`config.mk`:
```
export PLATFORM = sky130hd
export DESIGN_NAME = best_hit_mapping_quality
export DESIGN_NICKNAME = d
export VERILOG_FILES = /design/src/rtl/bhmq_pkg.sv /design/src/rtl/bhmq_front.sv /design/src/rtl/bhmq_queue.sv /design/src/rtl/bhmq_back.sv /design/src/rtl/best_hit_mapping_quality.sv
export SDC_FILE = /design/constraint.sdc
export NUM_CORES = 1
export LEC_CHECK = 0
export BUFFER_PORTS_ARGS = -buffer_cell sky130_fd_sc_hd__buf_2
export CORE_AREA = 5 5 224 248
export DETAILED_ROUTE_END_ITERATION = 8
export DIE_AREA = 0 0 229 253
export GPL_ROUTABILITY_DRIVEN = 1
export MAX_ROUTING_LAYER = met4
export PLACE_DENSITY = 0.72
export SLEW_MARGIN = 10
export SYNTH_ARGS = -nofsm -noshare
export SYNTH_HDL_FRONTEND = slang
export SYNTH_SLANG_ARGS = --single-unit
```
`constraint.sdc`:
```
create_clock -name clock -period 6.64 [get_ports clock]
set_input_delay 0.996 -clock clock [delete_from_list [all_inputs] [get_ports clock]]
set_output_delay 0.996 -clock clock [all_outputs]
set_load 0.01 [all_outputs]
```
`src/rtl/bhmq_pkg.sv`:
```
`default_nettype none

package bhmq_pkg;

   // Widths fixed by the field formats
   localparam int SCORE_W = 32;
   localparam int POS_W   = 8;
   localparam int TIES_W  = 9;
   localparam int MQ_W    = 6;
   localparam int MAG_W   = SCORE_W - 1;          // best and second never go negative
   localparam int NUM_W   = MAG_W + 7;            // 60*diff + best - 1 fits here
   localparam int STEP_W  = $clog2(NUM_W + 1);

   localparam logic [MQ_W-1:0] MQ_MAX = MQ_W'(60);

   // Queue between the tracker and the quality unit
   localparam int QDEPTH = 2;
   localparam int QPTR_W = $clog2(QDEPTH);
   localparam int QCNT_W = $clog2(QDEPTH + 1);

   // One finished read, handed from front to back
   typedef struct packed {
      logic              mapped;
      logic [POS_W-1:0]  best_pos;
      logic [TIES_W-1:0] ties;
      logic [MAG_W-1:0]  best;
      logic [MAG_W-1:0]  second;
   } bhmq_rec_type;

   typedef struct packed {
      logic full;
      logic empty;
   } bhmq_qstat_type;

   // Back-end sequencer states
   typedef enum logic [3:0] {
      ST_IDLE  = 4'b0001,
      ST_SCALE = 4'b0010,
      ST_DIV   = 4'b0100,
      ST_DONE  = 4'b1000
   } bhmq_state_type;

endpackage

`default_nettype wire

```
`src/rtl/bhmq_front.sv`:
```
`default_nettype none

module bhmq_front #(
   parameter int MAX_CANDIDATES = 256
) (
   input  wire logic                              clock,
   input  wire logic                              reset,
   input  wire logic                              req_tvalid,
   output      logic                              req_tready,
   input  wire logic [bhmq_pkg::SCORE_W-1:0]      req_tdata,
   input  wire logic                              req_tlast,
   input  wire logic                              csr_valid,
   output      logic                              csr_ready,
   input  wire logic                              csr_data,
   input  wire bhmq_pkg::bhmq_qstat_type          q_stat,
   output      logic                              push,
   output      bhmq_pkg::bhmq_rec_type            push_rec
);
   import bhmq_pkg::*;

   localparam int TieCapInt = (MAX_CANDIDATES < 511) ? MAX_CANDIDATES : 511;
   localparam logic [TIES_W-1:0] TIE_CAP = TIES_W'(TieCapInt);

   logic signed [SCORE_W-1:0] best_ff, best_in, second_ff, second_in, s;
   logic [POS_W-1:0]          bpos_ff, bpos_in, ipos_ff, ipos_in;
   logic [TIES_W-1:0]         ties_ff, ties_in, ties_bump;
   logic                      tso_ff, tso_in;
   logic                      accept;

   assign req_tready = !q_stat.full;
   assign csr_ready  = 1'b1;
   assign accept     = req_tvalid && req_tready;
   assign s          = req_tdata;
   assign ties_bump  = (ties_ff < TIE_CAP) ? ties_ff + TIES_W'(1) : ties_ff;

   // Top-two tracking for the incoming score
   logic signed [SCORE_W-1:0] best_n, second_n;
   logic [POS_W-1:0]          bpos_n;
   logic [TIES_W-1:0]         ties_n;
   always_comb begin
      best_n   = best_ff;
      second_n = second_ff;
      bpos_n   = bpos_ff;
      ties_n   = ties_ff;
      if (s > second_ff) begin
         if (s > best_ff) begin
            second_n = best_ff;
            best_n   = s;
            bpos_n   = ipos_ff;
            ties_n   = TIES_W'(1);
         end else if (s == best_ff) begin
            ties_n   = ties_bump;
            second_n = best_ff;
         end else begin
            second_n = s;
         end
      end else if (s == best_ff) begin
         ties_n = ties_bump;
      end
   end

   // Record for the back end, taken on the last transfer of a read
   assign push              = accept && req_tlast;
   assign push_rec.mapped   = (ties_n == TIES_W'(1)) || !tso_ff;
   assign push_rec.best_pos = bpos_n;
   assign push_rec.ties     = ties_n;
   assign push_rec.best     = best_n[MAG_W-1:0];
   assign push_rec.second   = second_n[MAG_W-1:0];

   always_comb begin
      best_in   = best_ff;
      second_in = second_ff;
      bpos_in   = bpos_ff;
      ties_in   = ties_ff;
      ipos_in   = ipos_ff;
      tso_in    = (csr_valid && csr_ready) ? csr_data : tso_ff;
      if (accept) begin
         if (req_tlast) begin
            best_in   = '0;
            second_in = '0;
            bpos_in   = '0;
            ties_in   = '0;
            ipos_in   = '0;
         end else begin
            best_in   = best_n;
            second_in = second_n;
            bpos_in   = bpos_n;
            ties_in   = ties_n;
            ipos_in   = ipos_ff + POS_W'(1);
         end
      end
   end

   always_ff @(posedge clock) begin
      if (reset) begin
         best_ff   <= '0;
         second_ff <= '0;
         bpos_ff   <= '0;
         ties_ff   <= '0;
         ipos_ff   <= '0;
         tso_ff    <= 1'b1;
      end else begin
         best_ff   <= best_in;
         second_ff <= second_in;
         bpos_ff   <= bpos_in;
         ties_ff   <= ties_in;
         ipos_ff   <= ipos_in;
         tso_ff    <= tso_in;
      end
   end

   // Tie count saturates at the candidate cap
   a_ties_cap: assert property (@(posedge clock) disable iff (reset)
      ties_ff <= TIE_CAP) else $error("tie count above cap");

   // Second never passes best, and neither goes negative
   a_order: assert property (@(posedge clock) disable iff (reset)
      second_ff <= best_ff && !second_ff[SCORE_W-1]) else $error("score order broken");

endmodule

`default_nettype wire

```
`src/rtl/bhmq_queue.sv`:
```
`default_nettype none

module bhmq_queue (
   input  wire logic                     clock,
   input  wire logic                     reset,
   input  wire logic                     push,
   input  wire bhmq_pkg::bhmq_rec_type   push_rec,
   input  wire logic                     pop,
   output      bhmq_pkg::bhmq_rec_type   pop_rec,
   output      bhmq_pkg::bhmq_qstat_type q_stat
);
   import bhmq_pkg::*;

   bhmq_rec_type        slot_ff [QDEPTH];
   logic [QPTR_W-1:0]   wr_ff, wr_in, rd_ff, rd_in;
   logic [QCNT_W-1:0]   cnt_ff, cnt_in;
   logic                do_push, do_pop;

   assign q_stat.full  = (cnt_ff == QCNT_W'(QDEPTH));
   assign q_stat.empty = (cnt_ff == '0);
   assign do_push      = push && !q_stat.full;
   assign do_pop       = pop && !q_stat.empty;
   assign pop_rec      = slot_ff[rd_ff];

   // Pointer and fill bookkeeping
   always_comb begin
      wr_in  = do_push ? ((wr_ff == QPTR_W'(QDEPTH - 1)) ? '0 : wr_ff + QPTR_W'(1)) : wr_ff;
      rd_in  = do_pop  ? ((rd_ff == QPTR_W'(QDEPTH - 1)) ? '0 : rd_ff + QPTR_W'(1)) : rd_ff;
      cnt_in = cnt_ff;
      if (do_push && !do_pop) cnt_in = cnt_ff + QCNT_W'(1);
      if (do_pop && !do_push) cnt_in = cnt_ff - QCNT_W'(1);
   end

   always_ff @(posedge clock) begin
      if (reset) begin
         wr_ff  <= '0;
         rd_ff  <= '0;
         cnt_ff <= '0;
      end else begin
         wr_ff  <= wr_in;
         rd_ff  <= rd_in;
         cnt_ff <= cnt_in;
      end
   end

   // Entry storage
   always_ff @(posedge clock) begin
      if (do_push) slot_ff[wr_ff] <= push_rec;
   end

   a_fill: assert property (@(posedge clock) disable iff (reset)
      cnt_ff <= QCNT_W'(QDEPTH)) else $error("queue overfilled");

endmodule

`default_nettype wire

```
`src/rtl/bhmq_back.sv`:
```
`default_nettype none

module bhmq_back (
   input  wire logic                     clock,
   input  wire logic                     reset,
   input  wire bhmq_pkg::bhmq_qstat_type q_stat,
   input  wire bhmq_pkg::bhmq_rec_type   pop_rec,
   output      logic                     pop,
   output      logic                     rsp_tvalid,
   input  wire logic                     rsp_tready,
   output      logic [23:0]              rsp_tdata
);
   import bhmq_pkg::*;

   bhmq_state_type       st_ff, st_in;
   logic [POS_W-1:0]     idx_ff, idx_in;
   logic [TIES_W-1:0]    ties_ff, ties_in;
   logic                 mapped_ff, mapped_in;
   logic [MAG_W-1:0]     den_ff, den_in, bias_ff, bias_in, diff_ff, diff_in;
   logic [NUM_W-1:0]     num_ff, num_in;
   logic [MAG_W-1:0]     rem_ff, rem_in;
   logic [MQ_W-1:0]      q_ff, q_in;
   logic [STEP_W-1:0]    step_ff, step_in;
   logic                 rv_ff, rv_in;
   logic [23:0]          rd_ff, rd_in;
   logic [MAG_W:0]       trial;
   logic                 fits, load_out;

   assign pop        = (st_ff == ST_IDLE) && !q_stat.empty;
   assign trial      = {rem_ff, num_ff[NUM_W-1]};
   assign fits       = trial >= {1'b0, den_ff};
   assign load_out   = (st_ff == ST_DONE) && (!rv_ff || rsp_tready);
   assign rsp_tvalid = rv_ff;
   assign rsp_tdata  = rd_ff;

   // Sequencer: fetch, scale, restoring division (mapped, best > 0), output register
   always_comb begin
      st_in     = st_ff;
      idx_in    = idx_ff;
      ties_in   = ties_ff;
      mapped_in = mapped_ff;
      den_in    = den_ff;
      bias_in   = bias_ff;
      diff_in   = diff_ff;
      num_in    = num_ff;
      rem_in    = rem_ff;
      q_in      = q_ff;
      step_in   = step_ff;
      case (st_ff)
         ST_IDLE: begin
            if (!q_stat.empty) begin
               idx_in    = pop_rec.mapped ? pop_rec.best_pos : '0;
               ties_in   = pop_rec.ties;
               mapped_in = pop_rec.mapped;
               den_in    = pop_rec.best;
               bias_in   = pop_rec.best - MAG_W'(1);
               diff_in   = pop_rec.best - pop_rec.second;
               q_in      = '0;
               st_in     = (pop_rec.mapped && pop_rec.best != '0) ? ST_SCALE : ST_DONE;
            end
         end
         ST_SCALE: begin
            // 60*diff + best - 1, so that the floor quotient gives the ceiling
            num_in  = NUM_W'({diff_ff, 6'b0}) - NUM_W'({diff_ff, 2'b0}) + NUM_W'(bias_ff);
            rem_in  = '0;
            step_in = STEP_W'(NUM_W);
            st_in   = ST_DIV;
         end
         ST_DIV: begin
            rem_in  = fits ? MAG_W'(trial - {1'b0, den_ff}) : trial[MAG_W-1:0];
            num_in  = {num_ff[NUM_W-2:0], 1'b0};
            q_in    = {q_ff[MQ_W-2:0], fits};
            step_in = step_ff - STEP_W'(1);
            if (step_ff == STEP_W'(1)) st_in = ST_DONE;
         end
         ST_DONE: begin
            if (load_out) st_in = ST_IDLE;
         end
         default: st_in = ST_IDLE;
      endcase
   end

   // Output register: valid holds until the transfer completes
   always_comb begin
      rv_in = rv_ff;
      rd_in = rd_ff;
      if (load_out) begin
         rv_in = 1'b1;
         rd_in = {q_ff, mapped_ff, ties_ff, idx_ff};
      end else if (rsp_tready) begin
         rv_in = 1'b0;
      end
   end

   always_ff @(posedge clock) begin
      if (reset) begin
         st_ff <= ST_IDLE;
         rv_ff <= 1'b0;
      end else begin
         st_ff <= st_in;
         rv_ff <= rv_in;
      end
   end

   always_ff @(posedge clock) begin
      idx_ff    <= idx_in;
      ties_ff   <= ties_in;
      mapped_ff <= mapped_in;
      den_ff    <= den_in;
      bias_ff   <= bias_in;
      diff_ff   <= diff_in;
      num_ff    <= num_in;
      rem_ff    <= rem_in;
      q_ff      <= q_in;
      step_ff   <= step_in;
      rd_ff     <= rd_in;
   end

   // Quality never exceeds the ceiling
   a_mq_max: assert property (@(posedge clock) disable iff (reset)
      rv_ff |-> rd_ff[23:18] <= MQ_MAX) else $error("quality above 60");

   // An unmapped read reports neither index nor quality
   a_unmapped: assert property (@(posedge clock) disable iff (reset)
      (rv_ff && !rd_ff[17]) |-> (rd_ff[7:0] == '0 && rd_ff[23:18] == '0))
      else $error("unmapped result carries data");

   // Division only runs for a mapped read with a positive best
   a_div: assert property (@(posedge clock) disable iff (reset)
      st_ff == ST_DIV |-> (mapped_ff && den_ff != '0)) else $error("bad division");

endmodule

`default_nettype wire

```
`src/rtl/best_hit_mapping_quality.sv`:
```
`default_nettype none

// Best-hit tracker with mapping quality. Candidate scores of one read stream in on
// req_* (signed Q23.8 in req_tdata, req_tlast on the final candidate) at one per
// cycle while req_tready is high; the front end keeps best, second, first best
// position and tie count. On the last transfer of a read a record goes into a
// two-entry queue, and the back end works out ceil(60*(best-second)/best) with a
// one-bit-per-cycle restoring divider: pop, scale numerator, 38 quotient steps,
// output register; an unmapped read or a zero best skips scaling and division.
// Reads with fewer candidates than the back end spends on a record are limited
// by the divider, since the front end stalls once the queue holds two pending
// reads. csr_data sets top_scores_only (reset 1): when set, a read without
// exactly one best hit is reported unmapped with index and quality zero.

module best_hit_mapping_quality #(
   parameter int MAX_CANDIDATES = 256
) (
   input  wire logic        clock,
   input  wire logic        reset,
   input  wire logic        req_tvalid,
   output      logic        req_tready,
   input  wire logic [31:0] req_tdata,   // [31:0] score
   input  wire logic        req_tlast,   // last candidate of the read
   output      logic        rsp_tvalid,
   input  wire logic        rsp_tready,
   output      logic [23:0] rsp_tdata,   // [7:0] best_index, [16:8] num_best,
                                         // [17] mapped, [23:18] mapping_quality
   input  wire logic        csr_valid,
   output      logic        csr_ready,
   input  wire logic        csr_data     // top_scores_only
);
   import bhmq_pkg::*;

   bhmq_qstat_type q_stat;
   bhmq_rec_type   push_rec, pop_rec;
   logic           push, pop;

   bhmq_front #(.MAX_CANDIDATES(MAX_CANDIDATES)) u_front (
      .clock      (clock),
      .reset      (reset),
      .req_tvalid (req_tvalid),
      .req_tready (req_tready),
      .req_tdata  (req_tdata),
      .req_tlast  (req_tlast),
      .csr_valid  (csr_valid),
      .csr_ready  (csr_ready),
      .csr_data   (csr_data),
      .q_stat     (q_stat),
      .push       (push),
      .push_rec   (push_rec)
   );

   bhmq_queue u_queue (
      .clock    (clock),
      .reset    (reset),
      .push     (push),
      .push_rec (push_rec),
      .pop      (pop),
      .pop_rec  (pop_rec),
      .q_stat   (q_stat)
   );

   bhmq_back u_back (
      .clock      (clock),
      .reset      (reset),
      .q_stat     (q_stat),
      .pop_rec    (pop_rec),
      .pop        (pop),
      .rsp_tvalid (rsp_tvalid),
      .rsp_tready (rsp_tready),
      .rsp_tdata  (rsp_tdata)
   );

endmodule

`default_nettype wire
```
* After elaboration in Yosys (flattened, before gate mapping)
Memory sizes are Yosys's and may differ from the RTL's. A register that Yosys moved wholly into a read port is not among the register bits. Index checks and enable logic that the tools add are counted.
Word-level totals: register bits after elaboration 315, RAM bits 160, output and inout port bits 27, memories kept 1
Operators by class: $add $sub $neg 12, order comparisons 4, equality and inequality tests 11, muxes and demuxes 37, bitwise logic cells 1, reductions and logical operators 30
Memories:
- u_queue.slot_ff | words 2, width 80, rd ports 1, clocked after Yosys merged registers in 1, write ports 1, line bhmq_queue.sv:14 | bhmq_rec_type slot_ff [QDEPTH];
Operator list (number):
- $mux W32 | 7
- $pmux W38 S2 | 1
- $gt A32 B32 Y1 | 2
- $pmux W31 S2 | 1
- $sub A31 B31 Y31 | 2
- $mux W9 | 5
- $add A38 B31 Y38 | 1
- $sub A37 B33 Y38 | 1
- $eq A32 B32 Y1 | 1
- $ge A32 B31 Y1 | 1
- $mux W8 | 4
- $mux W31 | 1
- $reduce_bool A31 Y1 | 1
- $sub A31 B1 Y31 const B | 1
- $pmux W6 S2 | 2
- $mux W4 | 4
- $pmux W4 S4 | 1
- $reduce_bool A2 Y1 | 6
- $add A9 B1 Y9 const B | 1
- $eq A9 B1 Y1 const B | 1
- $logic_and A1 B1 Y1 | 9
- $lt A9 B9 Y1 const B | 1
- $add A8 B1 Y8 const B | 1
- $mux W1 | 8
- 20 further kinds | 32

* Logic depth before layout (Yosys ltp)
depth in word-level cells 8, mapped depth 19, mapped depth without buffers 14

* Cells and area by module
From an unflattened synthesis, not the netlist that was laid out.
Unflattened totals: cells, all modules 2507, area, all modules 26661.8 um^2
Modules (own cells, without submodules):
- bhmq_back | instances 1, cells an instance 1473, area each 14640.3 um^2, seq. area each 6586.3 um^2
- bhmq_front | instances 1, cells an instance 759, area each 6048.3 um^2, seq. area each 1801.7 um^2
- bhmq_queue | instances 1, cells an instance 275, area each 5973.2 um^2, seq. area each 4904.7 um^2

* Worst setup path after synthesis
No wires, ideal clock.
kind reg-to-reg, from register u_back.st_ff[1], to register u_queue.cnt_ff[1], arrival time 7176 ps, required time 6569 ps, path slack -606 ps, cell stages (with the launch flop) 6, path buffers 0, period minus slack after synthesis 7246 ps, cells stage by stage dfxtp_1 -> nor4b_1 -> nor2b_1 -> ha_1 -> or3_1 -> a21oi_1
On the way: word-level cells in the longest chain between the ends 6
RTL lines:
- from (decl) | line bhmq_back.sv:15 | bhmq_state_type st_ff, st_in;
- from (signal assigned) | line bhmq_back.sv:100 | st_ff <= st_in;
- $eq A4 B1 Y1 * | line bhmq_back.sv:29 | assign pop = (st_ff == ST_IDLE) && !q_stat.empty;
- $logic_and A1 B1 Y1 * | line bhmq_back.sv:29
- via pop | line best_hit_mapping_quality.sv:36 | logic push, pop;
- $logic_and A1 B1 Y1 * | line bhmq_queue.sv:22 | assign do_pop = pop && !q_stat.empty;
- $logic_not A1 Y1 | line bhmq_queue.sv:30 | if (do_push && !do_pop) cnt_in = cnt_ff + QCNT_W'(1);
- $logic_and A1 B1 Y1 | line bhmq_queue.sv:30
- $reduce_bool A2 Y1 (no source line)
- to (signal assigned) | line bhmq_queue.sv:42 | cnt_ff <= cnt_in;
- to (decl) | line bhmq_queue.sv:16 | logic [QCNT_W-1:0] cnt_ff, cnt_in;
The timed path passes the listed nets; every way through them passes the cells marked *. A chain may end at the register's enable or synchronous reset.

==> run metrics <==
final core occ 54.3%; Worst Tran Pin Value 1230 ps; worst-path cell chain buf_4 -> mux2_2 -> ha_1 -> and3_1 -> nor2b_1 -> a2111oi_0 -> a21oi_1 -> o21ai_0 -> a31oi_1 -> a221oi_1 -> xnor2_1; Setup CP Type reg -> reg; crit-path max cell delay 770 ps; Yosys cell types 81; via count 17813; Multi-input gate area 0.0116 sq mm; IO Pins 66; WHS Endpoint u_back.rsp_tdata[8]$_DFFE_PP_; Peak VDD IR 291 uV; Leak 11.3 nW; post-synth design cell area 0.0261 sq mm; hold buffer count at CTS 0; Worst-Skew Late Latency 600 ps; worst reg2reg path depth 11; Worst setup SP type register; wire per inst 18.2 microns; post-synthesis sequential area ratio 50.9%; kind of end point of the critical path register; DRC violations left 0; Synth Flop Type edfxtp_1; initial antenna violation count 0; total gr overflow 0; number of port buffers 64; CTS clk-pin slew, worst paths 60 ps; Reg2Reg Setup Slack 1730 ps; Cells after Synth 2394; first-pass GRT wire length 94.0 mm; antenna cells 0; share of cells above drive strength 1 9.05%; Syn Nets 2633; area growth from synthesis to layout 9.98%; slowest library cell on the worst path dfxtp_4; fin nets 2685; CTS Buffer Depth 3; DRT iter0 DRCs 1360; WP data required 6960 ps; number of flops mapped to enable cells by yosys 376; Seq cells post-synth 476; Fin Clk Skew 28.2 ps; Top delay family on crit path compound AO/OA/AOI/OAI gates; Yosys Warn Count 0; worst hold start u_back.ties_ff[0]$_DFFE_PP_; MaxCap Viol Count 0; die height 253 microns; DP HPWL 41.0 mm; Placeable Area 0.0529 sq mm; row cnt 89; FF/Latch Area 0.0133 sq mm; fillers 4453; Crit path arrival time 5230 ps; CTS Buf Count 49; commonest non-fill, non-tap cell in the layout edfxtp_1; # clock sinks 476; die area 0.0579 sq mm; Routability Congestion 0.930; fin. max-slew vios 0; Slew HR 18.1%; CTS tree done; hold path depth 0; reg2reg end u_back.diff_ff[26]$_DFFE_PP_; setup tns final 0 ps; H-Tree Depth 2; clock period minus worst slack 4910 ps; DIE WIDTH 229 microns; PwrDens 510 mW/mm^2; Initial Util 49.4%; period utilisation layout 73.9%; vias in the first global route 17871; Tot Pwr 0.0146 W; setup violators final 0; post_cts resized 0; DRT Pass-1 Iters 6; Post CTS Setup Buffer Count 0; Clock Root Buffer clkbuf_16; synthesized area per cell 10.9 sq um; FFs w/ async S/R, synth 0%; vias per cell 5.62; Buf/Inv on CP 1; DRT antenna net count 0; CP Max Fanout 48; outcome completed; HP Class reg -> reg; most frequent cells in the layout 376 x edfxtp_1, 251 x inv_1, 179 x nor2_1, 177 x a21oi_1, 173 x ha_1; WL final 57.7 mm; Max Clock Freq 204 MHz; largest net degree at the start of global routing 96; Tot GR Track Use 20.4%; RSZ-0062 raised after global routing false; final hold viol count 0
[worst max-delay path by stage]
stage | slack (ps) | start | depth (start not counted) | end
2_1_floorplan | 430 | u_back.st_ff[1]$_SDFFE_PP0P_ | 2 | u_back.num_ff[0]$_SDFFCE_PP0P_
3_3_place_gp | 1590 | req_tdata[13] | 12 | u_queue.slot_ff[0][28]$_DFFE_PP_
3_5_place_dp | 1540 | req_tdata[13] | 12 | u_queue.slot_ff[0][28]$_DFFE_PP_
4_1_cts | 1760 | register | 11 | u_back.diff_ff[26]$_DFFE_PP_
5_1_grt | 1380 | register | 11 | u_back.diff_ff[26]$_DFFE_PP_
6_report | 1730 | register | 11 | u_back.diff_ff[26]$_DFFE_PP_
[cells by family (layout without fill, tap and decap cells)]
logic type      Yosys count  in the layout  synth area share (%)
fa+ha+maj               200            200                  10.4
mux                     132            132                  5.25
xor+xnor                127            127                  4.26
buf+inv                 333            426                  4.96
compound gates          553            553                  13.8
other cells               1              1                0.0144
simple gates            572            572                  10.5
flops                   476            476                  50.9
[state kept, by name, summed over array words and instances (netlist names), 8 cells and up, named ones only]
signal,count
u_back.den_ff,31
u_front.ipos_ff,8
u_back.num_ff,38
u_back.ties_ff,9
u_front.second_ff,32
u_queue.slot_ff,160
u_back.diff_ff,31
u_front.best_ff,32
u_front.ties_ff,9
u_back.rsp_tdata,24
u_front.bpos_ff,8
u_back.idx_ff,8
u_back.bias_ff,31
u_back.rem_ff,31
[final cells by class]
cell class	instances	area share, %
tap	682	2.97
sequential	476	46.3
clock inverter	28	0.867
clock buffer	64	4.53
multi-input combinational	1585	40.4
inverter	251	3.28
timing repair buffer	83	1.66
[layer usage]
layer | vias up | GRT usage (%) | part of all wire [%]
li1 | 8762 | - | -
met1 | 8564 | 26.6 | 45
met2 | 401 | 34.2 | 48
met3 | 86 | 2.44 | 4.1
met4 | 0 | 5.45 | 2.4
met5 | - | - | 0
[cells in the mapped netlist (14+ instances only)]
| master | n | area (sq um) |
|---|---|---|
| a211oi_1 | 16 | 120 |
| a21o_1 | 75 | 563 |
| a21oi_1 | 178 | 891 |
| a22o_1 | 39 | 342 |
| a31oi_1 | 15 | 93.8 |
| and3_1 | 14 | 87.6 |
| clkbuf_1 | 60 | 225 |
| dfxtp_1 | 100 | 2000 |
| edfxtp_1 | 376 | 11300 |
| fa_1 | 27 | 541 |
| ha_1 | 173 | 2160 |
| inv_1 | 251 | 942 |
| mux2_2 | 27 | 304 |
| mux2i_1 | 101 | 1010 |
| nand2_1 | 164 | 616 |
| nand2b_1 | 21 | 131 |
| nand3_1 | 33 | 165 |
| nand4_1 | 26 | 163 |
| nor2_1 | 182 | 683 |
| nor2b_1 | 14 | 87.6 |
| nor3_1 | 38 | 190 |
| o21ai_0 | 94 | 470 |
| o2bb2ai_1 | 32 | 280 |
| or3_1 | 14 | 87.6 |
| xnor2_1 | 71 | 622 |
| xor2_1 | 56 | 490 |
[metrics by stage]
step | hold WS (ps) | setup WS [ps] | area, sq um | cells
2_1_floorplan | 400 | 435 | 26100 | 2394
3_3_place_gp | 402 | 1590 | 27200 | 3077
3_5_place_dp | 405 | 1540 | 27200 | 3077
4_1_cts | 414 | 1760 | 28700 | 3169
5_1_grt | 415 | 1380 | 28700 | 3169
6_report | 414 | 1730 | 28700 | 3169
[power breakdown]
| part | switching (W) | leakage [nW] | total (W) | internal (W) |
|---|---|---|---|---|
| clock network | 0.00118 | 0.747 | 0.00266 | 0.00148 |
| logic | 0.00429 | 6.20 | 0.00735 | 0.00306 |
| registers | 0.000291 | 4.37 | 0.00464 | 0.00435 |
| total | 0.00576 | 11.3 | 0.0146 | 0.00889 |
Note: power is estimated with default switching activity, not from simulation.
